**src/hw/rtl/kjd_pkg.sv**
```systemverilog
// Shared constants, decoder state type and scan-code mapping for the byte decoder.
`timescale 1ns / 1ps
package kjd_pkg;

   localparam int ByteWidth = 8;
   localparam int MaskWidth = 6;
   localparam int DropWidth = 2;

   // Link header bytes and scan-code byte masks
   localparam logic [ByteWidth-1:0] HDR_JOY   = 8'hFF;
   localparam logic [ByteWidth-1:0] HDR_MASK  = 8'hF8;
   localparam logic [ByteWidth-1:0] BREAK_BIT = 8'h80;
   localparam logic [ByteWidth-1:0] CODE_MASK = 8'h7F;

   // Scan codes, break bit stripped
   localparam logic [ByteWidth-2:0] CODE_UP    = 7'h48;
   localparam logic [ByteWidth-2:0] CODE_DOWN  = 7'h50;
   localparam logic [ByteWidth-2:0] CODE_LEFT  = 7'h4B;
   localparam logic [ByteWidth-2:0] CODE_RIGHT = 7'h4D;
   localparam logic [ByteWidth-2:0] CODE_SPACE = 7'h39;
   localparam logic [ByteWidth-2:0] CODE_F1    = 7'h3B;
   localparam logic [ByteWidth-2:0] CODE_ESC   = 7'h01;

   // Key mask bit positions
   localparam logic [MaskWidth-1:0] BIT_UP    = 6'h01;
   localparam logic [MaskWidth-1:0] BIT_DOWN  = 6'h02;
   localparam logic [MaskWidth-1:0] BIT_LEFT  = 6'h04;
   localparam logic [MaskWidth-1:0] BIT_RIGHT = 6'h08;
   localparam logic [MaskWidth-1:0] BIT_FIRE  = 6'h10;
   localparam logic [MaskWidth-1:0] BIT_QUIT  = 6'h20;

   localparam logic [DropWidth-1:0] DROP_AFTER_FIRE_HDR = 2'd2;

   typedef struct packed {
      logic                 joy_expected;
      logic [DropWidth-1:0] drop_cnt;
      logic [MaskWidth-1:0] key_mask;
   } dec_state_type;

   function automatic logic [MaskWidth-1:0] code_to_bit(input logic [ByteWidth-2:0] code);
      logic [MaskWidth-1:0] bit_sel;
      unique case (code)
         CODE_UP:    bit_sel = BIT_UP;
         CODE_DOWN:  bit_sel = BIT_DOWN;
         CODE_LEFT:  bit_sel = BIT_LEFT;
         CODE_RIGHT: bit_sel = BIT_RIGHT;
         CODE_ESC:   bit_sel = BIT_QUIT;
         CODE_SPACE: bit_sel = BIT_FIRE;
         default:    bit_sel = '0;
      endcase
      return bit_sel;
   endfunction

endpackage

```
**src/hw/rtl/kjd_decode.sv**
```systemverilog
// Next-state and pulse decode for one received link byte.
`timescale 1ns / 1ps
module kjd_decode
   import kjd_pkg::*;
(
   input  dec_state_type        state_cur,
   input  logic [ByteWidth-1:0] rx_byte,
   output dec_state_type        state_nxt,
   output logic                 rate_toggle
);

   logic [ByteWidth-2:0] code;
   logic                 brk;
   logic [MaskWidth-1:0] key_bit;
   logic [MaskWidth-1:0] joy_mask;

   assign code    = rx_byte[ByteWidth-2:0] & CODE_MASK[ByteWidth-2:0];
   assign brk     = |(rx_byte & BREAK_BIT);
   assign key_bit = code_to_bit(code);

   // Vertical sense is swapped in the stick report
   assign joy_mask = ({MaskWidth{rx_byte[0]}} & BIT_DOWN)
                   | ({MaskWidth{rx_byte[1]}} & BIT_UP)
                   | ({MaskWidth{rx_byte[2]}} & BIT_LEFT)
                   | ({MaskWidth{rx_byte[3]}} & BIT_RIGHT)
                   | ({MaskWidth{rx_byte[7]}} & BIT_FIRE);

   always_comb begin
      state_nxt   = state_cur;
      rate_toggle = 1'b0;
      priority if (state_cur.joy_expected) begin
         state_nxt.key_mask     = (state_cur.key_mask & BIT_QUIT) | joy_mask;
         state_nxt.joy_expected = 1'b0;
      end else if (state_cur.drop_cnt != '0) begin
         state_nxt.drop_cnt = state_cur.drop_cnt - DropWidth'(1);
      end else if (rx_byte == HDR_JOY) begin
         state_nxt.joy_expected = 1'b1;
      end else if ((rx_byte & HDR_MASK) == HDR_MASK) begin
         if (|rx_byte[1:0]) begin
            state_nxt.key_mask = state_cur.key_mask | BIT_FIRE;
         end else begin
            state_nxt.key_mask = state_cur.key_mask & ~BIT_FIRE;
         end
         state_nxt.drop_cnt = DROP_AFTER_FIRE_HDR;
      end else begin
         rate_toggle = brk && (code == CODE_F1);
         if (brk) begin
            state_nxt.key_mask = state_cur.key_mask & ~key_bit;
         end else begin
            state_nxt.key_mask = state_cur.key_mask | key_bit;
         end
      end
   end

endmodule

```
**src/hw/rtl/keyboard_joystick_byte_decoder.sv**
```systemverilog
// Top level: input register, byte decode and result register with held-key state.
//
// Usage:
//   req_valid/req_ready/req_rx_byte carry one byte from the keyboard link per item.
//   rsp_valid/rsp_ready/rsp_held_keys/rsp_rate_toggle return one result per byte:
//   the held-key mask after that byte and a one-item pulse on an F1 release.
//   An accepted byte passes through the input register, then the result register,
//   before its result shows on rsp_valid, when the result side is free.
//   Throughput: one item per cycle unless the receiver stalls, set by the
//   single decode stage between the two registers; the decoder state is
//   updated in the same cycle it is read. When the receiver stalls, the result
//   register holds and the input register still takes one more byte; req_ready
//   drops only when both are full. Reset clears both valid flags, the held-key
//   mask, the pending drop count and the stick-report flag.
`timescale 1ns / 1ps
module keyboard_joystick_byte_decoder
   import kjd_pkg::*;
(
   input  logic                 clock,
   input  logic                 reset,
   input  logic                 req_valid,
   output logic                 req_ready,
   input  logic [ByteWidth-1:0] req_rx_byte,
   output logic                 rsp_valid,
   input  logic                 rsp_ready,
   output logic [MaskWidth-1:0] rsp_held_keys,
   output logic                 rsp_rate_toggle
);

   logic                 in_valid_ff;
   logic [ByteWidth-1:0] in_byte_ff;
   logic                 out_valid_ff;
   logic                 out_toggle_ff;
   dec_state_type        state_ff;
   dec_state_type        state_in;
   logic                 toggle_in;
   logic                 advance;
   logic                 take;

   kjd_decode u_decode (
      .state_cur   (state_ff),
      .rx_byte     (in_byte_ff),
      .state_nxt   (state_in),
      .rate_toggle (toggle_in)
   );

   assign advance   = in_valid_ff && (!out_valid_ff || rsp_ready);
   assign req_ready = !in_valid_ff || advance;
   assign take      = req_valid && req_ready;

   always_ff @(posedge clock) begin
      if (reset) begin
         in_valid_ff  <= 1'b0;
         out_valid_ff <= 1'b0;
         state_ff     <= '0;
      end else begin
         if (take) begin
            in_valid_ff <= 1'b1;
         end else if (advance) begin
            in_valid_ff <= 1'b0;
         end
         if (advance) begin
            out_valid_ff <= 1'b1;
            state_ff     <= state_in;
         end else if (rsp_ready) begin
            out_valid_ff <= 1'b0;
         end
      end
   end

   // Payload registers, no reset
   always_ff @(posedge clock) begin
      if (take) begin
         in_byte_ff <= req_rx_byte;
      end
      if (advance) begin
         out_toggle_ff <= toggle_in;
      end
   end

   assign rsp_valid       = out_valid_ff;
   assign rsp_held_keys   = state_ff.key_mask;
   assign rsp_rate_toggle = out_toggle_ff;

endmodule

```
**config.mk**
```make
export PLATFORM = sky130hd
export DESIGN_NAME = keyboard_joystick_byte_decoder
export DESIGN_NICKNAME = d
export VERILOG_FILES = /design/src/hw/rtl/kjd_pkg.sv /design/src/hw/rtl/kjd_decode.sv /design/src/hw/rtl/keyboard_joystick_byte_decoder.sv
export SDC_FILE = /design/constraint.sdc
export NUM_CORES = 1
export LEC_CHECK = 0
export BUFFER_PORTS_ARGS = -buffer_cell sky130_fd_sc_hd__buf_2
export CORE_UTILIZATION = 50
export DETAILED_ROUTE_END_ITERATION = 12
export GPL_ROUTABILITY_DRIVEN = 0
export MAX_ROUTING_LAYER = met4
export PLACE_DENSITY = 0.73
export SKIP_LAST_GASP = 1
export SLEW_MARGIN = 20
export SYNTH_ARGS = -nofsm -noshare
export SYNTH_HDL_FRONTEND = slang
export SYNTH_SLANG_ARGS = --single-unit
```
**constraint.sdc**
```tcl
create_clock -name clock -period 3.86 [get_ports clock]
set_clock_uncertainty 0.1 [all_clocks]
set_input_delay 0.386 -clock clock [delete_from_list [all_inputs] [get_ports clock]]
set_output_delay 0.386 -clock clock [all_outputs]
set_load 0.05 [all_outputs]
```
After elaboration in Yosys (flattened, before gate mapping)
Cells that the tools add are included.

Equality and inequality tests: 13. Add/sub/neg operators: 1. Reduce and logical (&&, ||, !) cells: 16. Muxes and demuxes: 16. Bitwise logic cells: 9.

Operators by type and width (count): 6-bit case mux with 6 select lines (1); 7-bit == test, second input constant (4); 6-bit 2-to-1 mux (4); 7-bit by 6-bit == test with 1-bit output, second input constant (2); 6-bit bitwise OR (2); 8-bit == test, second input constant (1); 8-bit 2-to-1 mux (1); 4-bit AND reduction (2); 2-bit nonzero test (4); 7-bit by 1-bit == test with 1-bit output, second input constant (1); 1-bit 2-to-1 mux (7); 6-bit AND (1); 2-bit != test, second input constant (3); 6-bit inverter (1); 6-bit by 3-bit bitwise OR with 6-bit output (1); 6-bit by 4-bit bitwise OR with 6-bit output (1); 6-bit by 5-bit bitwise OR with 6-bit output (1); 5-bit == test, second input constant (1); 5-bit 2-to-1 mux (1); 2-bit 2-to-1 mux (2); 4-bit OR reduction (1); 1-bit logical AND (3); 3-bit AND reduction (1); 1-bit logical NOT (2); other kinds (6) (7).

Logic and storage cells: 63. Input bits: 12. Bits in registers: 20.

Depth between registers and ports, before layout
Gate-level depths: netlist of the first run.

Depth in word-level cells: 9. Depth in mapped cells: 6.

By module
Synthesis of the first run repeated with hierarchy kept, for this count alone.

Cell total of the unflattened synthesis: 127. Area total of the unflattened synthesis: 1161.1 um^2.

By module, submodules not included: keyboard_joystick_byte_decoder (cells an instance 64, sequential area each 490.5 um^2, area each 804.5 um^2, times used 1); kjd_decode (cells an instance 63, sequential area each 0.0 um^2, area each 356.6 um^2, times used 1).

Worst setup path before layout of the first run
Ideal clock, no wire load.

Path kind: register -> register. Start: register out_valid_ff, in the netlist rsp_valid. End: register in_byte_ff[0], enable pin. Buffers on the path: 0. Clock period less this slack: 1994 ps. Arrival time: 1616 ps. Setup time: 277 ps. Slack: 1866 ps. Stages on the path, launching flop included: 4. Required time: 3483 ps. Cell sequence: dfxtp_1 nor2b_4 nand2_1 and2_1.

Longest elaborated chain between the ends: 5.

Ends and longest elaborated chain: start: declaration (RTL line keyboard_joystick_byte_decoder.sv:32) `logic out_valid_ff;`; start signal: assignment (RTL line keyboard_joystick_byte_decoder.sv:54) `out_valid_ff <= 1'b0;`; start signal: assignment (RTL line keyboard_joystick_byte_decoder.sv:63) `out_valid_ff <= 1'b1;`; start signal: assignment (RTL line keyboard_joystick_byte_decoder.sv:66) `out_valid_ff <= 1'b0;`; 1-bit logical NOT (RTL line keyboard_joystick_byte_decoder.sv:47) `assign advance = in_valid_ff && (!out_valid_ff || rsp_ready);`; 1-bit logical OR (RTL line keyboard_joystick_byte_decoder.sv:47); 1-bit logical AND (RTL line keyboard_joystick_byte_decoder.sv:47); 1-bit logical OR (RTL line keyboard_joystick_byte_decoder.sv:48) `assign req_ready = !in_valid_ff || advance;`; named net req_ready (RTL line keyboard_joystick_byte_decoder.sv:22) `output logic req_ready,`; 1-bit logical AND (RTL line keyboard_joystick_byte_decoder.sv:49) `assign take = req_valid && req_ready;`; named net take (RTL line keyboard_joystick_byte_decoder.sv:38) `logic take;`; end signal: assignment (RTL line keyboard_joystick_byte_decoder.sv:74) `in_byte_ff <= req_rx_byte;`; end: declaration (RTL line keyboard_joystick_byte_decoder.sv:31) `logic [ByteWidth-1:0] in_byte_ff;`.

The timed path passes the listed nets, and every way through them passes these cells. A chain may end at the register's enable or synchronous reset.

==> flow_metrics.tcl, run 1 <==
set metrics [dict create \
    timing.hold.worst.class "in -> reg" \
    flow.area_growth_from_synthesis_pct 8.01 \
    seq_power_share_pct 60.2 \
    drv_cap 0 \
    route.detailed.drc 0 \
    netSwitchingFraction_pct 28.1 \
    viasPerCell 5.92 \
    post_synth_most_frequent_cells "sky130_fd_sc_hd__dfxtp_1, sky130_fd_sc_hd__edfxtp_1, sky130_fd_sc_hd__inv_1" \
    crit_arrival_ns 2.03 \
    path_max_fanout 9 \
    violation_count_after_the_first_detailed_routing_iteration 25 \
    setup_violations 0 \
    firstDrtPassIters 4 \
    nNetsFinal 141 \
    wire_per_inst_microns 13.6 \
    rsz_0062_raised_after_global_routing "no" \
    multi_input_logic_area_sq_um 534 \
    crit_path_end_kind "flop" \
    number_of_buffers_created_by_cts 3 \
    power.density_nw_per_um2 333 \
    total_switching_power_w 0.000114 \
    worst_setup_hold_path_clk_slew_ns 0.11 \
    drv_slew 0 \
    synth.largest_area_cell "sky130_fd_sc_hd__edfxtp_1" \
    regArea_sq_um 490 \
    maxClockFrequency_mhz 520 \
    synth.yosys.seq_area_share_pct 43.6 \
    postCtsResizedCells 0 \
    power.share.clock_pct 25.3 \
    timing.setup.critical_path_class "reg -> reg" \
    ant_nets 0 \
    syn-instance-count 112 \
    cts_htree_levels 1 \
    irDropWorstVdd_v 0.000196 \
    post_cts_hold_buffer_count 0 \
    netlist_area_sq_um 1120 \
    die-width_microns 49.4 \
    root_buffer "sky130_fd_sc_hd__clkbuf_4" \
    clk_latency_ns 0.31 \
    postPlaceCellArea_sq_um 1190 \
    clock_tree_from_tritoncts "built" \
    post_synth_num_cell_types 41 \
    placeable_area_sq_um 2040 \
    filler_cell_count 199 \
    cp_top_family "flip-flops" \
    final_wirelength_mm 2.08 \
    die_height_microns 49.4 \
    layout.cell_area.non_filler_sq_um 1210 \
    crit_path_start_kind "flop" \
    grt_antenna_before_repair 0 \
    global_route_wire_length_before_repair_mm 3.45 \
    maxSlewHeadroom_pct 62.3 \
    grt_max_degree 14 \
    post-route-min-period_ns 1.92 \
    die_area_sq_um 2440 \
    async_set_or_reset_register_ratio_after_synthesis_pct 0 \
    grt-ovfl-total 0 \
    leakage_power_total_nw 0.468 \
    synth_area_leaders "sky130_fd_sc_hd__edfxtp_1, sky130_fd_sc_hd__dfxtp_1, sky130_fd_sc_hd__buf_4" \
    crit_path_buf_inv_count 0 \
    clock_sinks 20 \
    groute.usage.overall_pct 19.7 \
    ctsLongestPathBuffers 2 \
    synth_most_common_cell "sky130_fd_sc_hd__dfxtp_1" \
    cts.repair_timing.setup_buffer_count 0 \
    synth_area_per_cell_sq_um 10.0 \
    critical_path.max_stage_delay_ns 0.53 \
    synth_edf_count 9 \
    numPortBuffers 20 \
    yosys_warnings 0 \
    crit_chain "nand4b_1, o31a_1, a221oi_2, mux2_2" \
    synthFlopType "sky130_fd_sc_hd__dfxtp_1" \
    max_slew.worst_pin.slew_ns 0.562 \
    postSynthRegisterBits 20 \
    critical_path.slowest_cell "sky130_fd_sc_hd__edfxtp_1" \
    power.combinational.fraction_pct 14.4 \
    vias 905 \
    run_status "finished, final reports clean" \
    floorplan.io_pins 21 \
    n_antenna_cell 0 \
    synth_fp_nets 126 \
    drive_gt1_share_pct 27.0 \
    worst-endpoint-required_ns 3.97 \
    report.final.hold_viol_count 0 \
    core.rowCount 16 \
    synthDominantCellAreaShare_pct 24.0 \
    fin_crit_sh_pct 49.9 \
    initial_utilization_pct 55.1 \
    setup_tns_ns 0 \
    first_global_vias 783 \
    detailed_place_hpwl_mm 1.53 \
    power.internal_w 0.000291 \
]
==> registers in the layout, summed over array words and instances, names as in the netlist, named ones only <==
| name | flops |
|---|---|
| rsp_rate_toggle | 1 |
| in_byte_ff | 8 |
| in_valid_ff | 1 |
| rsp_valid | 1 |
| state_ff | 3 |
| rsp_held_keys | 5 |
==> logic make-up after synthesis <==
family | Yosys count | synth area share [%]
AND/OR/NAND/NOR | 43 | 22.8
AO/OA/AOI/OAI | 26 | 19.6
flip-flops | 20 | 43.6
buffers and inverters | 18 | 8.90
multiplexers | 3 | 2.89
adder cells (fa/ha/maj) | 2 | 2.22
==> worst reg2reg max path, stage by stage, from the launching register on <==
cell	delay, ns
sky130_fd_sc_hd__edfxtp_1	0.53
sky130_fd_sc_hd__nand4b_1	0.30
sky130_fd_sc_hd__o31a_1	0.29
sky130_fd_sc_hd__a221oi_2	0.24
sky130_fd_sc_hd__mux2_2	0.36
==> metrics by stage <==
stage	utilization, %	setup slack, ns	std cells	power, W	hold slack [ns]
after floorplan	-	1.87	112	0.000295	0.335
after global placement	58.2	2.05	149	0.000305	0.344
after detailed placement	58.2	1.99	149	0.000306	0.352
after CTS	59.5	1.95	153	0.000405	0.145
after global routing	59.5	1.88	153	0.000424	0.129
final	59.5	1.94	153	0.000405	0.141
==> layout make-up <==
type / instances / area share, %
multi-input cells: 74 / 44.0
clock buffers: 3 / 1.85
well taps: 27 / 2.78
inverters: 8 / 2.47
repair buffers: 20 / 8.24
clock inverters: 1 / 0.309
flip-flops and latches: 20 / 40.4
==> final timing paths <==
check	start	cells after the start	to	slack (ns)
hold reg to reg	state_ff[6]	2	state_ff[6]	0.37
hold / removal	req_rx_byte[4]	1	in_byte_ff[4]	0.14
setup / recovery	in_byte_ff[2]	4	flop	1.94
setup reg to reg	in_byte_ff[2]	4	flop	1.94
==> power by group through the flow <==
stage	registers [W]	logic, W	clock network [W]
finish	0.000244	0.0000584	0.000103
global route	0.000246	0.0000630	0.000115
CTS	0.000244	0.0000583	0.000103
detailed placement	0.000248	0.0000579	0
global placement	0.000248	0.0000573	0
floorplan	0.000247	0.0000488	0
==> layer usage <==
metal | wire length [microns] | vias up | global-route usage, %
met1 | 941 | 429 | 25.2
met3 | 98 | 5 | 3.74
met5 | 0 | - | -
met2 | 1010 | 30 | 29.9
met4 | 40 | 0 | 9.52
li1 | - | 441 | -
==> cell usage in the layout, fill, tap and decap left out, types with 2 or more instances in the layout <==
master and n:
sky130_fd_sc_hd__buf_2 20, sky130_fd_sc_hd__dfxtp_1 11, sky130_fd_sc_hd__edfxtp_1 9, sky130_fd_sc_hd__inv_1 8
sky130_fd_sc_hd__nand2_1 7, sky130_fd_sc_hd__a21oi_1 7, sky130_fd_sc_hd__nor2_1 7, sky130_fd_sc_hd__nor3_1 4
sky130_fd_sc_hd__a32oi_1 4, sky130_fd_sc_hd__o31ai_1 4, sky130_fd_sc_hd__and2_1 3, sky130_fd_sc_hd__a31o_2 3
sky130_fd_sc_hd__nand4_1 3, sky130_fd_sc_hd__nand3_1 3, sky130_fd_sc_hd__clkbuf_4 3, sky130_fd_sc_hd__nand2b_1 2
sky130_fd_sc_hd__nor2b_1 2, sky130_fd_sc_hd__nand3b_1 2, sky130_fd_sc_hd__o31a_1 2, sky130_fd_sc_hd__ha_1 2
No activity file was read; power rests on OpenSTA's default activity.
==> run 2, diff against run 1 <==
==> constraint.sdc (replaced) <==
create_clock -name clock -period 1.9 [get_ports clock]
set_clock_uncertainty 0.1 [all_clocks]
set_input_delay 0.19 -clock clock [delete_from_list [all_inputs] [get_ports clock]]
set_output_delay 0.19 -clock clock [all_outputs]
set_load 0.05 [all_outputs]
==> flow_metrics.tcl, run 2 (synthesis gave the netlist of run 1 again) <==
set metrics [dict create \
    run_status "finished, final reports clean" \
    worst-r2r-setup-slack_ns 0.03 \
    route.detailed.drc 0 \
    hold_ws_ns 0.0109 \
    post-route-min-period_ns 1.87 \
    irDropWorstVdd_v 0.000501 \
    grt_max_degree 14 \
    grt-ovfl-total 0 \
    wire_per_inst_microns 13.7 \
    initial_utilization_pct 55.1 \
    core.rowCount 16 \
    crit_path_start_kind "flop" \
    viasPerCell 5.73 \
    groute.usage.overall_pct 22.1 \
    drv_slew 0 \
    detailed_place_hpwl_mm 1.68 \
    nNetsFinal 153 \
    report.final.hold_viol_count 0 \
    setup_violations 0 \
    ctsLongestPathBuffers 2 \
    flow.area_growth_from_synthesis_pct 18.8 \
    maxSlewHeadroom_pct 66.4 \
    cts.repair_timing.setup_buffer_count 0 \
    final_core_utilization_pct 65.4 \
    filler_cell_count 168 \
    floorplan.io_pins 21 \
    worst_setup_hold_path_clk_slew_ns 0.11 \
    path_max_fanout 5 \
    root_buffer "sky130_fd_sc_hd__clkbuf_4" \
    leakage_power_total_nw 0.528 \
    drive_gt1_share_pct 29.0 \
    cts_htree_levels 1 \
    maxClockFrequency_mhz 536 \
    final_wirelength_mm 2.25 \
    placeable_area_sq_um 2040 \
    die_height_microns 49.4 \
    max_slew.worst_pin.slew_ns 0.504 \
    crit_arrival_ns 1.97 \
    drv_cap 0 \
    die_area_sq_um 2440 \
    worst_path_setup_slack_after_routing_ns 0.0348 \
    global_route_wire_length_before_repair_mm 3.93 \
    n_antenna_cell 0 \
    crit_path_end_kind "flop" \
    numPortBuffers 20 \
    timing.hold.worst.class "in -> reg" \
    number_of_buffers_created_by_cts 3 \
    fin_crit_sh_pct 98.2 \
    firstDrtPassIters 4 \
    dp_slack_ns 0.103 \
    clock_tree_from_tritoncts "built" \
    die-width_microns 49.4 \
    commonest_cells_after_routing_fill_and_taps_aside "sky130_fd_sc_hd__buf_2, sky130_fd_sc_hd__dfxtp_1, sky130_fd_sc_hd__edfxtp_1" \
    clock_sinks 20 \
    power.density_nw_per_um2 660 \
    regMostFlops "in_byte_ff" \
    ant_nets 0 \
    number_of_flip_flops_in_the_largest_register 8 \
    rsz_0062_raised_after_global_routing "yes" \
    violation_count_after_the_first_detailed_routing_iteration 34 \
    worst-endpoint-required_ns 2.01 \
    leading_cell_type_in_the_layout_fill_and_taps_excluded "sky130_fd_sc_hd__buf_2" \
    first_global_vias 907 \
    timing.setup.critical_path_class "reg -> reg" \
    grt_antenna_before_repair 0 \
    vias 945 \
    clk_latency_ns 0.30 \
]
-- run 2: stage by stage --
stage          instance area [sq um]  power [W]  cells  TNS [ns]
2_1_floorplan                   1130   0.000600    112         0
3_3_place_gp                    1220   0.000624    153         0
3_5_place_dp                    1220   0.000627    153         0
4_1_cts                         1340   0.000882    165         0
5_1_grt                         1340   0.000926    165   -0.0190
6_report                        1340   0.000881    165         0
-- run 2: power breakdown --
group | switching [W] | internal (W) | total (W)
registers | 0.0000212 | 0.000471 | 0.000492
clock network | 0.000133 | 0.000117 | 0.000250
logic | 0.0000820 | 0.0000575 | 0.000139
total | 0.000236 | 0.000646 | 0.000881
-- run 2: path summary, 6_finish.rpt --
path	start	to	cells after the start
min	req_valid	in_valid_ff	3
min reg2reg	state_ff[6]	state_ff[6]	2
max	in_byte_ff[3]	state_ff[7]	4
max reg2reg	in_byte_ff[3]	state_ff[7]	4
-- run 2: metal layers --
metal	track usage, %	vias up	routed length (microns)
li1	-	462	-
met1	26.9	433	1010
met2	34.7	41	1060
met3	5.30	9	121
met4	10.0	0	63
met5	-	-	0
-- run 2: what timing repair did --
item | CTS | global route
resized for setup | 0 | 0
endpoints found under the hold margin | 8 | 0
endpoints found under the setup margin | 0 | 1
hold buffers | 8 | 0
-- run 2: critical path: stages, from the launching register on --
cell                       delay, ns
sky130_fd_sc_hd__edfxtp_1       0.44
sky130_fd_sc_hd__and4_2         0.34
sky130_fd_sc_hd__nand3_2        0.13
sky130_fd_sc_hd__a211oi_2       0.40
sky130_fd_sc_hd__mux2_1         0.35
-- run 2: cell type report --
class	count	area (sq um)	area share (%)
timing repair buffer	32	210	15.7
multi-input combinational	74	534	40.0
inverter	8	30.0	2.25
clock buffer	4	36.3	2.72
tap	27	33.8	2.53
sequential	20	492	36.8
